===== config.mk =====
export PLATFORM = sky130hd
export DESIGN_NAME = spsc_lane
export DESIGN_NICKNAME = d
export VERILOG_FILES = /design/src/spsc_pkg.sv /design/src/spsc_lane.sv
export SDC_FILE = /design/constraint.sdc
export NUM_CORES = 2
export LEC_CHECK = 0
export BUFFER_PORTS_ARGS = -buffer_cell sky130_fd_sc_hd__buf_4
export CORE_ASPECT_RATIO = 1.5
export CORE_MARGIN = 5
export CORE_UTILIZATION = 40
export CTS_CLUSTER_DIAMETER = 80
export DETAILED_ROUTE_END_ITERATION = 7
export PLACE_DENSITY = 0.62
export SYNTH_ARGS = -nofsm -noshare
export SYNTH_HDL_FRONTEND = slang
export SYNTH_SLANG_ARGS = --single-unit

===== constraint.sdc =====
create_clock -name clk -period 33.7 [get_ports clk]
set_input_delay 6.74 -clock clk [delete_from_list [all_inputs] [get_ports clk]]
set_output_delay 6.74 -clock clk [all_outputs]
set_load 0.005 [all_outputs]

===== src/spsc_pkg.sv =====
// ----------------------------------------------------------------------------
// spsc_pkg: shared types and constants for the stereo preamp chain
// Register indexes, reset values, the coefficient bundle and the rounding
// and saturation helpers used by the lanes.
// ----------------------------------------------------------------------------
`timescale 1ns / 1ps
`default_nettype none

package spsc_pkg;

	// default parameter values
	localparam int HP_IN_ALPHA_DEF  = 31221;
	localparam int HP_OUT_ALPHA_DEF = 4823;
	localparam int SAMPLE_BITS_DEF  = 24;

	// Q2.24 unity and shaper gain (0.1768)
	localparam longint COEF_ONE = 64'sd16777216;
	localparam logic signed [26:0] SHAPE_K = 27'sd2966212;

	// configuration port
	localparam int CFG_IDX_W  = 4;
	localparam int CFG_DATA_W = 32;

	localparam logic [CFG_IDX_W-1:0] REG_IN_TRIM  = 4'd0;
	localparam logic [CFG_IDX_W-1:0] REG_OUT_PAD  = 4'd1;
	localparam logic [CFG_IDX_W-1:0] REG_LP1_GAIN = 4'd2;
	localparam logic [CFG_IDX_W-1:0] REG_LP1_FB1  = 4'd3;
	localparam logic [CFG_IDX_W-1:0] REG_LP1_FB2  = 4'd4;
	localparam logic [CFG_IDX_W-1:0] REG_LP2_GAIN = 4'd5;
	localparam logic [CFG_IDX_W-1:0] REG_LP2_FB1  = 4'd6;
	localparam logic [CFG_IDX_W-1:0] REG_LP2_FB2  = 4'd7;

	// reset values
	localparam logic [22:0]        IN_TRIM_RST  = 23'd65536;
	localparam logic [16:0]        OUT_PAD_RST  = 17'd65536;
	localparam logic signed [25:0] LP1_GAIN_RST = 26'sd10984396;
	localparam logic signed [25:0] LP1_FB1_RST  = 26'sd21010611;
	localparam logic signed [25:0] LP1_FB2_RST  = 26'sd6149655;
	localparam logic signed [25:0] LP2_GAIN_RST = 26'sd13707975;
	localparam logic signed [25:0] LP2_FB1_RST  = 26'sd26220104;
	localparam logic signed [25:0] LP2_FB2_RST  = 26'sd11834128;

	// coefficient bundle handed to each lane
	typedef struct packed {
		logic [22:0]        in_trim;
		logic [16:0]        out_pad;
		logic signed [25:0] lp1_gain;
		logic signed [25:0] lp1_fb1;
		logic signed [25:0] lp1_fb2;
		logic signed [25:0] lp2_gain;
		logic signed [25:0] lp2_fb1;
		logic signed [25:0] lp2_fb2;
	} coef_t;

	// add half of the last kept unit, then floor shift
	function automatic logic signed [63:0] rnd_sh(input logic signed [63:0] v,
		input int unsigned s);
		logic signed [63:0] half;
		half = (64'sd1 <<< s) >>> 1;
		return (v + half) >>> s;
	endfunction

	// saturate to Q9.23
	function automatic logic signed [31:0] sat32(input logic signed [63:0] v);
		logic signed [31:0] r;
		if (v > 64'sd2147483647)
			r = 32'sh7FFFFFFF;
		else if (v < -64'sd2147483648)
			r = 32'sh80000000;
		else
			r = v[31:0];
		return r;
	endfunction

endpackage

`default_nettype wire


===== src/spsc_lane.sv =====
// ----------------------------------------------------------------------------
// spsc_lane: one channel of the preamp chain
// A step sequencer drives one shared multiply-accumulate unit through the
// highpass, trim, lowpass, shaper, lowpass, highpass and pad stages.
// ----------------------------------------------------------------------------
`timescale 1ns / 1ps
`default_nettype none

module spsc_lane import spsc_pkg::*; #(
	parameter int HP_IN_ALPHA  = HP_IN_ALPHA_DEF,
	parameter int HP_OUT_ALPHA = HP_OUT_ALPHA_DEF,
	parameter int SAMPLE_BITS  = SAMPLE_BITS_DEF
) (
	input  wire                          clk,
	input  wire                          arst_n,
	input  wire                          start,
	input  wire                          hold,
	input  wire  [SAMPLE_BITS-1:0]       din,
	input  coef_t                        coef,
	output logic [SAMPLE_BITS-1:0]       dout,
	output logic                         done
);

	localparam int UP = (SAMPLE_BITS < 24) ? 24 - SAMPLE_BITS : 0;
	localparam int DN = (SAMPLE_BITS > 24) ? SAMPLE_BITS - 24 : 0;

	localparam logic signed [26:0] HPI_KEEP = 27'(COEF_ONE - HP_IN_ALPHA);
	localparam logic signed [26:0] HPI_MIX  = 27'(HP_IN_ALPHA);
	localparam logic signed [26:0] HPO_KEEP = 27'(COEF_ONE - HP_OUT_ALPHA);
	localparam logic signed [26:0] HPO_MIX  = 27'(HP_OUT_ALPHA);

	localparam logic signed [63:0] SMP_HI = (64'sd1 <<< (SAMPLE_BITS - 1)) - 64'sd1;
	localparam logic signed [63:0] SMP_LO = -SMP_HI - 64'sd1;

	// sequencer steps
	localparam logic [4:0] ST_HPI_M0 = 5'd0;
	localparam logic [4:0] ST_HPI_M1 = 5'd1;
	localparam logic [4:0] ST_HPI_F  = 5'd2;
	localparam logic [4:0] ST_TRM_M  = 5'd3;
	localparam logic [4:0] ST_TRM_F  = 5'd4;
	localparam logic [4:0] ST_LP1_M0 = 5'd5;
	localparam logic [4:0] ST_LP1_M1 = 5'd6;
	localparam logic [4:0] ST_LP1_M2 = 5'd7;
	localparam logic [4:0] ST_LP1_M3 = 5'd8;
	localparam logic [4:0] ST_LP1_M4 = 5'd9;
	localparam logic [4:0] ST_LP1_F  = 5'd10;
	localparam logic [4:0] ST_SH_M0  = 5'd11;
	localparam logic [4:0] ST_SH_F0  = 5'd12;
	localparam logic [4:0] ST_SH_M1  = 5'd13;
	localparam logic [4:0] ST_SH_F1  = 5'd14;
	localparam logic [4:0] ST_SH_M2  = 5'd15;
	localparam logic [4:0] ST_SH_F2  = 5'd16;
	localparam logic [4:0] ST_SH_M3  = 5'd17;
	localparam logic [4:0] ST_SH_F3  = 5'd18;
	localparam logic [4:0] ST_LP2_M0 = 5'd19;
	localparam logic [4:0] ST_LP2_M1 = 5'd20;
	localparam logic [4:0] ST_LP2_M2 = 5'd21;
	localparam logic [4:0] ST_LP2_M3 = 5'd22;
	localparam logic [4:0] ST_LP2_M4 = 5'd23;
	localparam logic [4:0] ST_LP2_F  = 5'd24;
	localparam logic [4:0] ST_HPO_M0 = 5'd25;
	localparam logic [4:0] ST_HPO_M1 = 5'd26;
	localparam logic [4:0] ST_HPO_F  = 5'd27;
	localparam logic [4:0] ST_PAD_M  = 5'd28;
	localparam logic [4:0] ST_PAD_F  = 5'd29;

	logic              run_q;
	logic [4:0]        step_q;
	logic signed [31:0] x_q;
	logic signed [63:0] acc_q;
	logic signed [31:0] t_q;
	logic signed [24:0] sx_q;
	logic signed [31:0] hpi_q, hpo_q;
	logic signed [31:0] lp1_h_q [4];
	logic signed [31:0] lp2_h_q [4];

	logic signed [31:0] a_op;
	logic signed [26:0] b_op;
	logic               mac, clr;
	logic signed [58:0] prod;
	logic signed [63:0] acc_nxt;
	logic signed [24:0] clamp_x;
	logic signed [63:0] din_ext;
	logic signed [31:0] din_q23;
	logic signed [63:0] y_r24, y_r23, y_r16;
	logic signed [31:0] pad_y;
	logic signed [63:0] out_v;

	// shaper input clamp to +-1
	always_comb begin
		if (x_q > 32'sd8388608)
			clamp_x = 25'sd8388608;
		else if (x_q < -32'sd8388608)
			clamp_x = -25'sd8388608;
		else
			clamp_x = x_q[24:0];
	end

	// operand select for the shared multiplier
	always_comb begin
		a_op = x_q;
		b_op = '0;
		mac  = 1'b0;
		clr  = 1'b0;
		case (step_q)
			ST_HPI_M0: begin a_op = hpi_q; b_op = HPI_KEEP; mac = 1'b1; clr = 1'b1; end
			ST_HPI_M1: begin a_op = x_q; b_op = HPI_MIX; mac = 1'b1; end
			ST_TRM_M: begin
				a_op = x_q; b_op = 27'($signed({1'b0, coef.in_trim})); mac = 1'b1; clr = 1'b1;
			end
			ST_LP1_M0: begin
				a_op = x_q; b_op = 27'(coef.lp1_gain); mac = 1'b1; clr = 1'b1;
			end
			ST_LP1_M1: begin a_op = lp1_h_q[0]; b_op = {coef.lp1_gain, 1'b0}; mac = 1'b1; end
			ST_LP1_M2: begin a_op = lp1_h_q[1]; b_op = 27'(coef.lp1_gain); mac = 1'b1; end
			ST_LP1_M3: begin a_op = lp1_h_q[2]; b_op = -27'(coef.lp1_fb1); mac = 1'b1; end
			ST_LP1_M4: begin a_op = lp1_h_q[3]; b_op = -27'(coef.lp1_fb2); mac = 1'b1; end
			ST_SH_M0: begin
				a_op = 32'(clamp_x); b_op = 27'(clamp_x); mac = 1'b1; clr = 1'b1;
			end
			ST_SH_M1: begin a_op = t_q; b_op = t_q[26:0]; mac = 1'b1; clr = 1'b1; end
			ST_SH_M2: begin a_op = t_q; b_op = 27'(sx_q); mac = 1'b1; clr = 1'b1; end
			ST_SH_M3: begin a_op = t_q; b_op = SHAPE_K; mac = 1'b1; clr = 1'b1; end
			ST_LP2_M0: begin
				a_op = x_q; b_op = 27'(coef.lp2_gain); mac = 1'b1; clr = 1'b1;
			end
			ST_LP2_M1: begin a_op = lp2_h_q[0]; b_op = {coef.lp2_gain, 1'b0}; mac = 1'b1; end
			ST_LP2_M2: begin a_op = lp2_h_q[1]; b_op = 27'(coef.lp2_gain); mac = 1'b1; end
			ST_LP2_M3: begin a_op = lp2_h_q[2]; b_op = -27'(coef.lp2_fb1); mac = 1'b1; end
			ST_LP2_M4: begin a_op = lp2_h_q[3]; b_op = -27'(coef.lp2_fb2); mac = 1'b1; end
			ST_HPO_M0: begin a_op = hpo_q; b_op = HPO_KEEP; mac = 1'b1; clr = 1'b1; end
			ST_HPO_M1: begin a_op = x_q; b_op = HPO_MIX; mac = 1'b1; end
			ST_PAD_M: begin
				a_op = x_q; b_op = 27'($signed({1'b0, coef.out_pad})); mac = 1'b1; clr = 1'b1;
			end
			default: begin
				a_op = x_q;
				b_op = '0;
			end
		endcase
	end

	assign prod    = a_op * b_op;
	assign acc_nxt = (clr ? 64'sd0 : acc_q) + 64'(prod);

	// rounded views of the accumulator
	assign y_r24 = rnd_sh(acc_q, 24);
	assign y_r23 = rnd_sh(acc_q, 23);
	assign y_r16 = rnd_sh(acc_q, 16);

	// input sample to Q9.23
	assign din_ext = 64'($signed(din));
	assign din_q23 = 32'((din_ext <<< UP) >>> DN);

	// output pad result back to the sample format
	assign pad_y = sat32(y_r16);
	always_comb begin
		out_v = rnd_sh(64'(pad_y) <<< DN, UP);
		if (out_v > SMP_HI)
			dout = SMP_HI[SAMPLE_BITS-1:0];
		else if (out_v < SMP_LO)
			dout = SMP_LO[SAMPLE_BITS-1:0];
		else
			dout = out_v[SAMPLE_BITS-1:0];
	end

	assign done = run_q && (step_q == ST_PAD_F) && !hold;

	// sequencer control
	always_ff @(posedge clk or negedge arst_n) begin
		if (!arst_n) begin
			run_q  <= 1'b0;
			step_q <= ST_HPI_M0;
		end else if (start && !run_q) begin
			run_q  <= 1'b1;
			step_q <= ST_HPI_M0;
		end else if (run_q) begin
			if (step_q == ST_PAD_F) begin
				if (!hold) begin
					run_q  <= 1'b0;
					step_q <= ST_HPI_M0;
				end
			end else begin
				step_q <= step_q + 5'd1;
			end
		end
	end

	// filter state, cleared at reset
	always_ff @(posedge clk or negedge arst_n) begin
		if (!arst_n) begin
			hpi_q <= '0;
			hpo_q <= '0;
			for (int i = 0; i < 4; i++) begin
				lp1_h_q[i] <= '0;
				lp2_h_q[i] <= '0;
			end
		end else if (run_q) begin
			case (step_q)
				ST_HPI_F: hpi_q <= sat32(y_r24);
				ST_LP1_F: begin
					lp1_h_q[1] <= lp1_h_q[0];
					lp1_h_q[0] <= x_q;
					lp1_h_q[3] <= lp1_h_q[2];
					lp1_h_q[2] <= sat32(y_r24);
				end
				ST_LP2_F: begin
					lp2_h_q[1] <= lp2_h_q[0];
					lp2_h_q[0] <= x_q;
					lp2_h_q[3] <= lp2_h_q[2];
					lp2_h_q[2] <= sat32(y_r24);
				end
				ST_HPO_F: hpo_q <= sat32(y_r24);
				default: ;
			endcase
		end
	end

	// datapath registers
	always_ff @(posedge clk) begin
		if (start && !run_q) begin
			x_q <= din_q23;
		end else if (run_q) begin
			if (mac)
				acc_q <= acc_nxt;
			case (step_q)
				ST_HPI_F: x_q <= sat32(64'(x_q) - 64'(sat32(y_r24)));
				ST_TRM_F: x_q <= sat32(y_r16);
				ST_LP1_F: x_q <= sat32(y_r24);
				ST_SH_M0: sx_q <= clamp_x;
				ST_SH_F0: t_q <= y_r23[31:0];
				ST_SH_F1: t_q <= y_r23[31:0];
				ST_SH_F2: t_q <= y_r23[31:0];
				ST_SH_F3: x_q <= sat32(64'(sx_q) - y_r24);
				ST_LP2_F: x_q <= sat32(y_r24);
				ST_HPO_F: x_q <= sat32(64'(x_q) - 64'(sat32(y_r24)));
				default: ;
			endcase
		end
	end

`ifndef ASSERT_OFF
	// a finished item only leaves from the last step of a running lane
	a_done_running: assert property (@(posedge clk) disable iff (!arst_n)
		done |-> run_q && step_q == ST_PAD_F)
		else $error("lane done outside last step");

	// the step counter advances by one while running and not at the end
	a_step_adv: assert property (@(posedge clk) disable iff (!arst_n)
		run_q && step_q != ST_PAD_F |=> step_q == $past(step_q) + 5'd1)
		else $error("lane step skipped");

	// a held lane keeps its result step
	a_hold_keeps: assert property (@(posedge clk) disable iff (!arst_n)
		run_q && step_q == ST_PAD_F && hold |=> run_q && step_q == ST_PAD_F)
		else $error("lane left result step while held");
`endif

endmodule

`default_nettype wire


==> metrics.md <==
| Metric | Value |
|---|---|
| Req. time, crit path | approximately 34,000 ps |
| CTS buffer count | between 50 and 60 |
| Nets@finish | between 8,000 and 9,000 |
| Hold Path Class | register to register |
| Vias in the first global route | roughly 58,000 |
| CTS tree | built |
| Clock Skew | about 55 ps |
| Max Fclk | ~58 MHz |
| Minimum clock period | about 17,000 ps |
| Most frequent cells in the layout | inv_1, fa_1, nand2_1, nor2_1, buf_4 |
| Worst skew pair latency | about 710 ps |
| Synth Warn # | 0 |
| Largest net degree at the start of global routing | roughly 170 |
| Worst r2r src | step_q[4]$_DFFE_PN0P_ |
| Placed cells | approximately 9,000 |
| Crit end category | register |
| Layout cells sized above 1 | between 10% and 20% |
| Setup TNS | 0 ps |
| Gr ovfl total | 0 |
| Die H | 500 um |
| Starting Density | 40.1% |
| Rel. slew slack | 1.19% |
| Cell area after layout | 0.0702 mm^2 |
| Initial antenna violation count | 17 |
| Crit start category | input pin |
| DR iter-0 viols | ~4,900 |
| Number of port buffers | 248 |
| Mapped Nets | around 8,500 |
| Area Growth Syn to Fin | 9.56% |
| Die ar. | around 0.17 mm^2 |
| Top cell by count, worst path | fa_1 |
| Row cnt | 180 |
| Post-CTS Setup Bufs | 0 |
| Hold Path Origin | hpi_q[5]$_DFFE_PN0P_ |
| Slew Limit Fails | 0 |
| Sequential cell area fraction in the yosys report | around a fifth |
| Critical Path Start | coef[107] |
| GPL Wtd Cong | 0.999 |
| Crit-path max FO | 33 |
| CTS resizes | 0 |
| CTS H-tree lvls | 2 |
| Unrepaired setup endpoints after global routing | false |
| EDFF count, synth | 153 |
| Slew @ Worst Pin | ~1500 ps |
| Top FF cell, synth | dfrtp_1 |
| Total wire length | 273,000 um |
| Ys async rst share | ~68% |
| CTS max path bufs | 3 |
| Crit share post-route | about half |
| DRC errors left | 0 |
| DP HPWL | roughly 210,000 um |
| Drt wl/cell | around 30 um |
| Final Setup Violations | 0 |
| Fin Hold WS | approximately 480 ps |
| Root Driver | clkbuf_16 |
| Syn_area_per_cell | 9.17 um^2 |
| Num ports | 249 |
| Final Hold Violating Endpoints | 0 |
| Via Count | 54,675 |
| Cell Area, Synth | between 0.06 and 0.07 mm^2 |
| Cts-stage hold buffer count | 0 |
| Fin cells | around 9,000 |
| Commonest non-fill, non-tap cell in the layout | inv_1 |
| Outcome | complete, no violations |
| Drt via density | just under 6 |
| Chip width | approximately 340 um |
| CP max stage delay | around 1000 ps |
| First-pass GRT wire length | between 300,000 and 400,000 um |
| Crit path kind | input pin to register |
| Area after DPL | ~0.07 mm^2 |
| Flops & latches, synth | between 400 and 500 |
| Core region area | approximately 0.16 mm^2 |
| Max-cap violations | 0 |
| Crit path max-delay cell type | o21ai_0 |
| Worst EP arrival | 17,680 ps |
| Syn Inst Count | roughly 7,000 |
| # clock sinks | approximately 480 |
| # fillers | between 15,000 and 20,000 |
| First-pass iteration count of the detailed router | 8 |
| Tot GR Track Use | 32.1% |
| Yosys cell types | between 100 and 150 |
| Routed Antenna Nets | 0 |
| Clock-pin transition on the worst setup and hold timing paths | 70 ps |
cells in the mapped netlist (17+ instances only):
library cell | n | area (um^2)
xnor2_1 | 197 | 1730
o21ai_0 | 249 | 1250
nand2b_1 | 84 | 526
o21bai_1 | 26 | 195
xor2_1 | 125 | 1090
buf_4 | 25 | 188
o211ai_1 | 17 | 128
nor4_1 | 41 | 257
nor3_1 | 68 | 340
inv_1 | 991 | 3720
a221oi_1 | 40 | 350
a222oi_1 | 23 | 230
buf_1 | 19 | 71.3
mux2_2 | 192 | 2160
and2_1 | 81 | 507
nor2_2 | 30 | 188
a21oi_1 | 212 | 1060
dfrtp_1 | 326 | 8160
a22oi_1 | 181 | 1360
buf_2 | 33 | 165
nand3_1 | 131 | 656
fa_1 | 975 | 19500
a31oi_1 | 28 | 175
o22ai_1 | 20 | 125
and3_1 | 27 | 169
o21a_1 | 39 | 293
a211oi_1 | 78 | 586
o221ai_1 | 19 | 166
nand4_1 | 77 | 482
or2_2 | 37 | 231
nor2_1 | 708 | 2660
edfxtp_1 | 153 | 4590
a21o_1 | 67 | 503
clkbuf_1 | 296 | 1110
nand2_1 | 787 | 2950
nor2b_1 | 55 | 344
ha_1 | 288 | 3600
a22o_1 | 19 | 166
metrics by stage:
| step | setup slack (ps) | util [%] |
|---|---|---|
| finish | 16460 | 43.9 |
| floorplan | 17520 | - |
| global placement | 16010 | 42.8 |
| CTS | 16580 | 43.9 |
| detailed placement | 15880 | 42.8 |
| global route | 16030 | 43.9 |
cells by family (layout without fill, tap and decap cells):
family                   count (synthesis)  count (layout)  synth area share [%]
adder cells (fa/ha/maj)               1263            1263                  36.1
flip-flops                             479             479                  19.9
AO/OA/AOI/OAI                         1138            1138                  11.9
multiplexers                           193             193                  3.39
other                                    0              14                     0
AND/OR/NAND/NOR                       2220            2220                  15.9
XOR/XNOR                               322             322                  4.40
buffers and inverters                 1381            1479                  8.53
critical path, delay by kind of cell:
| kind | cells | cell delay, ps |
|---|---|---|
| XOR/XNOR | 2 | 360 |
| AND/OR/NAND/NOR | 9 | 2460 |
| AO/OA/AOI/OAI | 9 | 2880 |
| adder cells (fa/ha/maj) | 9 | 4490 |
| buffers and inverters | 3 | 710 |
final timing paths:
| path | endpoint | slack (ps) | cells after the start |
|---|---|---|---|
| max in group asynchronous | run_q$_DFF_PN0_ | 26100 | 2 |
| worst min register to register | hpi_q[5]$_DFFE_PN0P_ | 480 | 2 |
| worst max register to register | acc_q[52]$_DFFE_PP_ | 20800 | 35 |
| worst max-delay path | acc_q[52]$_DFFE_PP_ | 16460 | 32 |
| min in group asynchronous | lp2_h_q[37]$_DFFE_PN0P_ | 6000 | 1 |
| worst min-delay path | hpi_q[5]$_DFFE_PN0P_ | 480 | 2 |
cell type report:
type / instances / area [um^2] / share of cell area [%]
Inverter: 991 / 3720 / 5.30
Antenna cell: 14 / 35.0 / 0.0499
Sequential cell: 479 / 12800 / 18.2
Clock inverter: 29 / 372 / 0.529
Timing Repair Buffer: 394 / 2980 / 4.24
Tap cell: 2093 / 2620 / 3.73
Clock buffer: 65 / 1430 / 2.04
Multi-Input combinational cell: 5136 / 46300 / 66.0
routing by layer:
metal / routed length (um) / GRT usage, % / vias to the layer above / part of all wire [%]
li1: - / - / 22969 / -
met1: 88100 / 33.5 / 27593 / 32
met2: 127000 / 52.2 / 3006 / 47
met3: 23100 / 7.18 / 1105 / 8.5
met4: 34600 / 31.9 / 2 / 13
met5: 11 / 0 / - / 0.0040
registers in the layout, indices dropped and copies added (netlist names):
register	count
x_q	32
hpi_q	32
acc_q	64
hpo_q	32
t_q	32
lp2_h_q	128
run_q	1
step_q	5
sx_q	25
lp1_h_q	128
Power is left out: the tool's default activity adds up to more than one toggle a clock period on the data nets, which glitch-free logic cannot reach.
